$ cat src/rtl/rfhcfd_pkg.sv
// shared types, codes and tables of the rf home-control frame decoder
package rfhcfd_pkg;

  // result kinds
  typedef enum logic [2:0] {
    KIND_OPEN    = 3'd0,
    KIND_CLOSE   = 3'd1,
    KIND_ON      = 3'd2,
    KIND_OFF     = 3'd3,
    KIND_DIM     = 3'd4,
    KIND_BRIGHT  = 3'd5,
    KIND_UNKNOWN = 3'd6
  } kind_t;

  // configuration register indexes
  localparam logic CFG_REPEAT_LIMIT = 1'b0;
  localparam logic CFG_GAP_LIMIT    = 1'b1;

  localparam int LIMIT_W  = 16;
  localparam logic [LIMIT_W-1:0] LIMIT_RESET = 16'd2000;

  localparam int OUT_DATA_W = 56;
  localparam int KEY_W      = 44;

  // classifier result for one complete frame
  typedef struct packed {
    kind_t       kind;
    logic [3:0]  house;
    logic [3:0]  code;
    logic [4:0]  unit_dec;
    logic        use_store;
    logic        store_we;
    logic [7:0]  sensor;
    logic [31:0] data;
  } class_t;

  // house code nibble to letter index, letters in code order MNOPCDABEFGHKLIJ
  function automatic logic [3:0] letter_of_code(input logic [3:0] code);
    logic [3:0] l;
    case (code)
      4'd0:    l = 4'd12;
      4'd1:    l = 4'd13;
      4'd2:    l = 4'd14;
      4'd3:    l = 4'd15;
      4'd4:    l = 4'd2;
      4'd5:    l = 4'd3;
      4'd6:    l = 4'd0;
      4'd7:    l = 4'd1;
      4'd8:    l = 4'd4;
      4'd9:    l = 4'd5;
      4'd10:   l = 4'd6;
      4'd11:   l = 4'd7;
      4'd12:   l = 4'd10;
      4'd13:   l = 4'd11;
      4'd14:   l = 4'd8;
      4'd15:   l = 4'd9;
      default: l = 4'd0;
    endcase
    return l;
  endfunction

endpackage

$ cat src/rtl/rfhcfd_classify.sv
// frame classifier: sensor, house command or unrecognised
module rfhcfd_classify (
  input  logic [7:0]         b0,
  input  logic [7:0]         b1,
  input  logic [7:0]         b2,
  input  logic [7:0]         b3,
  output rfhcfd_pkg::class_t cls
);

  logic is_sensor;
  logic is_house;

  assign is_sensor = (b0[7:4] == b1[7:4]) && (b2 == ~b3) && (b0[3:0] == ~b1[3:0]);
  assign is_house  = (b0 == ~b1) && (b2 == ~b3);

  always_comb begin
    cls           = '0;
    cls.code      = b0[7:4];
    if (is_sensor) begin
      cls.kind   = (b2 == 8'h00) ? rfhcfd_pkg::KIND_OPEN : rfhcfd_pkg::KIND_CLOSE;
      cls.sensor = b0;
      cls.data   = {24'd0, b0};
    end else if (is_house) begin
      cls.house = rfhcfd_pkg::letter_of_code(b0[7:4]);
      if (b2[7]) begin
        // dim or bright reports the unit last seen for this house
        cls.use_store = 1'b1;
        cls.kind      = b2[4] ? rfhcfd_pkg::KIND_DIM : rfhcfd_pkg::KIND_BRIGHT;
      end else begin
        cls.unit_dec = {1'b0, b0[2], b2[6], b2[3], b2[4]} + 5'd1;
        cls.store_we = 1'b1;
        cls.kind     = b2[5] ? rfhcfd_pkg::KIND_OFF : rfhcfd_pkg::KIND_ON;
      end
    end else begin
      cls.kind = rfhcfd_pkg::KIND_UNKNOWN;
      cls.data = {b0, b1, b2, b3};
    end
  end

endmodule

$ cat src/rtl/rfhcfd_unit_store.sv
// per-house store of the last unit number, cleared to unknown at reset
module rfhcfd_unit_store (
  input  logic       clk,
  input  logic       rst_n,
  input  logic       we,
  input  logic [3:0] waddr,
  input  logic [4:0] wdata,
  input  logic [3:0] raddr,
  output logic [4:0] rdata
);

  logic [4:0] unit_r [16];

  always_ff @(posedge clk) begin
    if (!rst_n) begin
      for (int i = 0; i < 16; i++) begin
        unit_r[i] <= 5'd0;
      end
    end else if (we) begin
      unit_r[waddr] <= wdata;
    end
  end

  assign rdata = unit_r[raddr];

endmodule

$ cat src/rtl/rf_home_control_frame_decoder_unit.sv
// top level of the rf home-control frame decoder
//
// in channel: one word per cycle while in_tready is high; in_tuser high marks
// a time tick, low marks a received byte in in_tdata. four bytes make a frame;
// a partial frame is dropped once gap_limit ticks pass with no new byte.
// out channel: one word per decoded frame that is not a suppressed repeat.
// out_tuser carries the kind, out_tdata the house letter, unit, sensor id
// and the raw frame with the first byte most significant.
// cfg port: cfg_we writes cfg_wdata to repeat_limit (index 0) or gap_limit
// (index 1) at the clock edge; write only while the block is idle.
// out_tvalid rises after the fourth byte is accepted: the byte sits in the
// input register and goes through the classifier into the output register.
// throughput: one word per cycle while the receiver does not stall, set by
// the single decode stage, which updates all frame state in the cycle it works.
// a stalled receiver holds the output register; the decode stage then
// waits and in_tready falls while the input register holds a word.
// reset (synchronous, rst_n low): both limits return to 2000, the frame is
// emptied, counters and repeat memory clear and every house unit reads as
// unknown (0); no clearing pass is needed.
module rf_home_control_frame_decoder_unit #(
  parameter int COUNT_WIDTH = 16
) (
  input  logic                               clk,
  input  logic                               rst_n,
  // input words
  input  logic                               in_tvalid,
  output logic                               in_tready,
  input  logic [7:0]                         in_tdata,   // rx_byte
  input  logic                               in_tuser,   // command
  // result words
  output logic                               out_tvalid,
  input  logic                               out_tready,
  output logic [rfhcfd_pkg::OUT_DATA_W-1:0]  out_tdata,  // house_letter, unit_number,
                                                         // sensor_id, raw_frame, zero pad
  output logic [2:0]                         out_tuser,  // kind
  // configuration writes
  input  logic                               cfg_we,
  input  logic                               cfg_addr,
  input  logic [rfhcfd_pkg::LIMIT_W-1:0]     cfg_wdata
);

  // compare width wide enough for counters and limits
  localparam int CMP_W = (COUNT_WIDTH > rfhcfd_pkg::LIMIT_W) ? COUNT_WIDTH
                                                             : rfhcfd_pkg::LIMIT_W;
  localparam logic [COUNT_WIDTH-1:0] CNT_MAX = {COUNT_WIDTH{1'b1}};

  // configuration registers
  logic [rfhcfd_pkg::LIMIT_W-1:0] repeat_limit_r;
  logic [rfhcfd_pkg::LIMIT_W-1:0] gap_limit_r;

  always_ff @(posedge clk) begin
    if (!rst_n) begin
      repeat_limit_r <= rfhcfd_pkg::LIMIT_RESET;
      gap_limit_r    <= rfhcfd_pkg::LIMIT_RESET;
    end else if (cfg_we) begin
      case (cfg_addr)
        rfhcfd_pkg::CFG_REPEAT_LIMIT: repeat_limit_r <= cfg_wdata;
        rfhcfd_pkg::CFG_GAP_LIMIT:    gap_limit_r    <= cfg_wdata;
        default:                      repeat_limit_r <= repeat_limit_r;
      endcase
    end
  end

  // input register
  logic       s1_valid_r;
  logic       s1_tick_r;
  logic [7:0] s1_byte_r;
  logic       advance;

  assign advance   = s1_valid_r && (!out_tvalid || out_tready);
  assign in_tready = !s1_valid_r || advance;

  always_ff @(posedge clk) begin
    if (!rst_n) begin
      s1_valid_r <= 1'b0;
    end else if (in_tready) begin
      s1_valid_r <= in_tvalid;
    end
  end

  always_ff @(posedge clk) begin
    if (in_tready && in_tvalid) begin
      s1_tick_r <= in_tuser;
      s1_byte_r <= in_tdata;
    end
  end

  // frame and timing state
  logic [1:0]                 byte_count_r, byte_count_nxt;
  logic [7:0]                 fb0_r, fb1_r, fb2_r;
  logic [COUNT_WIDTH-1:0]     gap_count_r, gap_count_nxt;
  logic [COUNT_WIDTH-1:0]     elapsed_r, elapsed_nxt;
  logic                       have_prev_r, have_prev_nxt;
  logic [rfhcfd_pkg::KEY_W-1:0] prev_key_r, prev_key_nxt;

  // decode of a complete frame
  rfhcfd_pkg::class_t cls;
  logic [4:0]         store_rdata;
  logic [4:0]         unit;
  logic [rfhcfd_pkg::KEY_W-1:0] key;
  logic               frame_done;
  logic               emit;
  logic [COUNT_WIDTH-1:0] gap_inc;
  logic [CMP_W-1:0]   gap_inc_ext, gap_lim_ext, elapsed_ext, rep_lim_ext;

  rfhcfd_classify u_classify (
    .b0  (fb0_r),
    .b1  (fb1_r),
    .b2  (fb2_r),
    .b3  (s1_byte_r),
    .cls (cls)
  );

  assign frame_done = advance && !s1_tick_r && (byte_count_r == 2'd3);

  rfhcfd_unit_store u_unit_store (
    .clk   (clk),
    .rst_n (rst_n),
    .we    (frame_done && cls.store_we),
    .waddr (cls.code),
    .wdata (cls.unit_dec),
    .raddr (cls.code),
    .rdata (store_rdata)
  );

  assign unit = cls.use_store ? store_rdata : cls.unit_dec;
  assign key  = {cls.kind, cls.house, unit, cls.data};

  assign gap_inc     = (gap_count_r == CNT_MAX) ? gap_count_r : gap_count_r + 1'b1;
  assign gap_inc_ext = CMP_W'(gap_inc);
  assign gap_lim_ext = CMP_W'(gap_limit_r);
  assign elapsed_ext = CMP_W'(elapsed_r);
  assign rep_lim_ext = CMP_W'(repeat_limit_r);

  // repeat suppression: identical to the last report and too soon
  assign emit = frame_done &&
                !(have_prev_r && (key == prev_key_r) && (elapsed_ext < rep_lim_ext));

  always_comb begin
    byte_count_nxt = byte_count_r;
    gap_count_nxt  = gap_count_r;
    elapsed_nxt    = elapsed_r;
    have_prev_nxt  = have_prev_r;
    prev_key_nxt   = prev_key_r;
    if (advance) begin
      if (s1_tick_r) begin
        elapsed_nxt = (elapsed_r == CNT_MAX) ? elapsed_r : elapsed_r + 1'b1;
        if (byte_count_r != 2'd0) begin
          // silence mid-frame: drop the partial frame at the limit
          if (gap_inc_ext >= gap_lim_ext) begin
            byte_count_nxt = 2'd0;
            gap_count_nxt  = '0;
          end else begin
            gap_count_nxt = gap_inc;
          end
        end
      end else begin
        gap_count_nxt = '0;
        if (byte_count_r == 2'd3) begin
          byte_count_nxt = 2'd0;
        end else begin
          byte_count_nxt = byte_count_r + 2'd1;
        end
        if (emit) begin
          have_prev_nxt = 1'b1;
          prev_key_nxt  = key;
          elapsed_nxt   = '0;
        end
      end
    end
  end

  always_ff @(posedge clk) begin
    if (!rst_n) begin
      byte_count_r <= 2'd0;
      gap_count_r  <= '0;
      elapsed_r    <= '0;
      have_prev_r  <= 1'b0;
      prev_key_r   <= '0;
      fb0_r        <= 8'd0;
      fb1_r        <= 8'd0;
      fb2_r        <= 8'd0;
    end else begin
      byte_count_r <= byte_count_nxt;
      gap_count_r  <= gap_count_nxt;
      elapsed_r    <= elapsed_nxt;
      have_prev_r  <= have_prev_nxt;
      prev_key_r   <= prev_key_nxt;
      if (advance && !s1_tick_r) begin
        case (byte_count_r)
          2'd0:    fb0_r <= s1_byte_r;
          2'd1:    fb1_r <= s1_byte_r;
          2'd2:    fb2_r <= s1_byte_r;
          default: fb0_r <= fb0_r;
        endcase
      end
    end
  end

  // output register
  logic                              out_valid_r;
  logic [2:0]                        out_kind_r;
  logic [rfhcfd_pkg::OUT_DATA_W-1:0] out_data_r;

  always_ff @(posedge clk) begin
    if (!rst_n) begin
      out_valid_r <= 1'b0;
    end else if (emit) begin
      out_valid_r <= 1'b1;
    end else if (out_tready) begin
      out_valid_r <= 1'b0;
    end
  end

  always_ff @(posedge clk) begin
    if (emit) begin
      out_kind_r <= cls.kind;
      out_data_r <= {7'd0, fb0_r, fb1_r, fb2_r, s1_byte_r, cls.sensor, unit, cls.house};
    end
  end

  assign out_tvalid = out_valid_r;
  assign out_tuser  = out_kind_r;
  assign out_tdata  = out_data_r;

endmodule
$ cat config.mk
export PLATFORM = sky130hd
export DESIGN_NAME = rf_home_control_frame_decoder_unit
export DESIGN_NICKNAME = d
export VERILOG_FILES = /design/src/rtl/rfhcfd_pkg.sv /design/src/rtl/rfhcfd_classify.sv /design/src/rtl/rfhcfd_unit_store.sv /design/src/rtl/rf_home_control_frame_decoder_unit.sv
export SDC_FILE = /design/constraint.sdc
export NUM_CORES = 1
export LEC_CHECK = 0
export ABC_AREA = 0
export BUFFER_PORTS_ARGS = -buffer_cell sky130_fd_sc_hd__buf_4
export CAP_MARGIN = 20
export CELL_PAD_IN_SITES_DETAIL_PLACEMENT = 0
export CELL_PAD_IN_SITES_GLOBAL_PLACEMENT = 2
export CORE_MARGIN = 4
export CORE_UTILIZATION = 30
export DETAILED_ROUTE_END_ITERATION = 6
export GPL_TIMING_DRIVEN = 0
export PLACE_DENSITY_LB_ADDON = 0.12
export REMOVE_ABC_BUFFERS = 1
export SLEW_MARGIN = 20
export SYNTH_ARGS = -nofsm -noshare
export SYNTH_HDL_FRONTEND = slang
export SYNTH_HIERARCHICAL = 1
export SYNTH_SLANG_ARGS = --single-unit
$ cat constraint.sdc
create_clock -name clk -period 5.3 [get_ports clk]
set_input_delay 0.53 -clock clk [delete_from_list [all_inputs] [get_ports clk]]
set_output_delay 0.53 -clock clk [all_outputs]
set_load 0.01 [all_outputs]
==> flow_metrics.py <==
metrics = {
    "run_status": {
        "status": "complete, no violations",
    },
    "sta": {
        "setup_viol": 0,
        "max-slew-margin-rel_pct": 29.26,
        "fin_crit_ps": 4910,
        "hold_viol_final": 0,
        "rsz0062_at_grt": "no",
        "finalMaxSlewViolations": 0,
        "min_period_over_period_pct": 92.63,
        "max_freq_mhz": 203.7,
        "fin_worst_skew_ps": 17.69,
        "setup_slack_ps": 390.5,
        "tightest_slew_ps": 1061,
    },
    "yosys": {
        "synthArstFlopShare_pct": 0,
        "ys_warn_count": 6,
        "synth_edf_count": 141,
        "syn_inst": 1309,
        "syn-mean-instance-area_um2": 10.43,
        "ys_ff_latch": 278,
        "yosysUniqueCellTypes": 72,
        "ys_seq_area_share_pct": 51.10,
        "syn_area_mm2": 0.01365,
        "ys.flop_type": "edfxtp_1",
    },
    "hold_path": {
        "worstHoldStart": "in_tdata[0]",
        "min_path_cells": 1,
        "worstHoldEndpoint": "s1_byte_r[0]",
        "hold_class": "primary input to register",
    },
    "global_routing": {
        "grt_max_degree": 130,
        "grt_pass1_vias": 9731,
        "overflow": 0,
        "grt_pass1_wl_mm": 59.57,
        "grt_use_total_pct": 15.34,
        "antenna_found_initial": 0,
    },
    "cts": {
        "numCtsBuffers": 34,
        "htreeDepth": 2,
        "clockBufferDepth": 3,
        "numClockSinks": 278,
        "cts-root-buf": "clkbuf_16",
        "clkLatencyLatePin_ps": 530,
        "clk_pin_slew_ps": 60,
        "cts_tree": "done",
    },
    "layout": {
        "final_nets": 1458,
        "area_growth_pct": 18.81,
        "final_common_cell": "nand2_1",
        "layout-drive-gt1-share_pct": 15.65,
        "n_antenna_cell": 0,
        "final_cell_mix": "nand2_1, edfxtp_1, dfxtp_1",
    },
    "setup_path": {
        "worst_ep_arrival_time_ps": 5190,
        "cp-end-kind": "register",
        "timing.rr.start": "fb0_r[6]",
        "rr_worst_depth": 13,
        "cp.required_ps": 5580,
        "max_stage_delay_ps": 650,
        "rrSetupSlack_ps": 390,
        "critPathKind": "register to register",
        "crit_family": "simple AND/OR/NAND/NOR gates",
        "r2r_end": "out_tdata[39]",
        "slowest_stage": "dfxtp_2",
        "crit_chain": "xor2_1, nor4_4, o2111ai_2, and2_1, xor2_1, a221oi_1, nand4_1, or4_1, nor3_4, nor2_4, buf_16, buf_12, buf_16",
        "crit_fanout": 22,
        "cp-start-kind": "register",
        "cp_num_buf_inv": 3,
    },
    "route": {
        "drt_iter0_markers": 556,
        "wire_per_inst_um": 19.03,
        "vias": 9545,
        "routed_wl_mm": 38.13,
        "via_per_inst": 4.763,
        "final_antenna_net_count": 0,
        "route.detailed.drc": 0,
        "firstDrtPassIters": 5,
    },
    "floorplan": {
        "die-area_mm2": 0.04899,
        "start_util_pct": 30.61,
        "pin_count": 92,
        "dieHeight_um": 221.3,
        "die_w_um": 221.3,
        "core_mm2": 0.04461,
        "rows": 77,
    },
    "placed_design": {
        "place_congestion": 0.7458,
        "port_buffers": 84,
        "dp_slack_ps": -930.4,
        "hpwl_mm": 26.81,
    },
    "power_and_ir_drop": {
        "vdd_drop_max_v": 0.0001861,
        "p_per_area_mw_per_mm2": 311.9,
        "power_w": 0.005059,
        "leakage_nw": 5.962,
    },
    "flow_run": {
        "drv_cap": 0,
    },
}
## metal layers
metal	GRT usage (%)	wire (um)	vias to the layer above
met5	0	0	-
met4	3.664	690	0
met3	2.544	1154	45
met2	25.83	18550	147
met1	20.75	17730	4569
li1	-	-	4784
## what timing repair did
action | 4_1_cts | 5_1_grt
pin swaps | 2 | 4
buffers inserted | 1 | 8
resized for setup | 4 | 1
endpoints found under the setup margin | 114 | 30
cloned | 0 | 1
hold buffers | 0 | 0
## how the worst max path moves through the flow
| stage | startpoint | to | cells past startpoint |
|---|---|---|---|
| global placement | fb0_r[4] | prev_key_r[38] | 10 |
| CTS | fb0_r[6] | out_tdata[40] | 13 |
| floorplan | fb0_r[4] | prev_key_r[0] | 10 |
| finish | fb0_r[6] | out_tdata[39] | 13 |
| global route | fb0_r[6] | prev_key_r[22] | 14 |
| detailed placement | fb0_r[6] | out_tdata[5] | 12 |
## layout make-up
type | instances | area, um^2
Inverter | 52 | 197.7
Timing Repair Buffer | 111 | 955.9
Clock inverter | 17 | 236.5
Tap cell | 592 | 740.7
Fill cell | 4500 | 28380
Multi-Input combinational cell | 910 | 6188
Clock buffer | 44 | 919.6
Sequential cell | 278 | 6983
## cells by family (layout without fill, tap and decap cells)
| family | count (synthesis) | in the layout | share of synthesized area (%) |
|---|---|---|---|
| and+or+nand+nor | 532 | 532 | 19.99 |
| DFF | 278 | 278 | 51.10 |
| AOI/OAI and AO/OA | 195 | 196 | 9.714 |
| buffers and inverters | 128 | 224 | 4.426 |
| xor gates and xnor gates | 71 | 71 | 4.555 |
| muxes | 64 | 64 | 6.525 |
| adders and majority gates | 40 | 40 | 3.666 |
| other | 1 | 7 | 0.02747 |
## flip-flops by register name, indices dropped and copies added, names as in the netlist
| signal | cells |
|---|---|
| s1_tick_r | 1 |
| prev_key_r | 44 |
| fb0_r | 8 |
| have_prev_r | 1 |
| gap_lim_ext | 16 |
| byte_count_r | 2 |
| out_tvalid | 1 |
| out_tdata | 49 |
| fb1_r | 8 |
| u_unit_store/unit_r | 80 |
| rep_lim_ext | 16 |
| gap_count_r | 16 |
| fb2_r | 8 |
| s1_byte_r | 8 |
| out_tuser | 3 |
| elapsed_ext | 16 |
| s1_valid_r | 1 |
## worst register-to-register path: stages (launching register included)
cell	delay, ps
dfxtp_2	650
xor2_1	250
nor4_4	610
o2111ai_2	620
and2_1	430
xor2_1	150
a221oi_1	230
nand4_1	130
or4_1	590
nor3_4	250
nor2_4	130
buf_16	230
buf_12	180
buf_16	200
## cell usage after synthesis, types with 21 or more instances
cell type / number / area share (%)
inv_1: 51 / 1.4
ha_1: 40 / 3.7
mux2i_1: 44 / 3.2
xnor2_1: 32 / 2.1
and2_1: 105 / 4.8
o21ai_0: 21 / 0.77
a21oi_1: 75 / 2.7
clkbuf_1: 42 / 1.2
nand3_1: 51 / 1.9
dfxtp_1: 137 / 20
xor2_1: 39 / 2.5
edfxtp_1: 141 / 31
nand2_1: 206 / 5.7
nor2_1: 52 / 1.4
## through the flow
step	utilization (%)	cells	area, um^2	hold WS, ps	setup TNS, ps
after global placement	32.82	1915	14640	445.8	-1031980
after floorplan	-	1239	13270	432.7	-366970
final	36.37	2004	16220	180.8	0
after CTS	36.18	1995	16140	141.4	0
after detailed placement	33.55	1933	14970	450.3	-73500
after global routing	36.37	2004	16220	151.2	0
## report_power, final
part           internal [W]  switching, W
sequential          0.00231     0.0000504
clock               0.00152      0.000931
combinational     0.0000952      0.000157
total               0.00392       0.00114
Power figures use the tool's default switching activity.
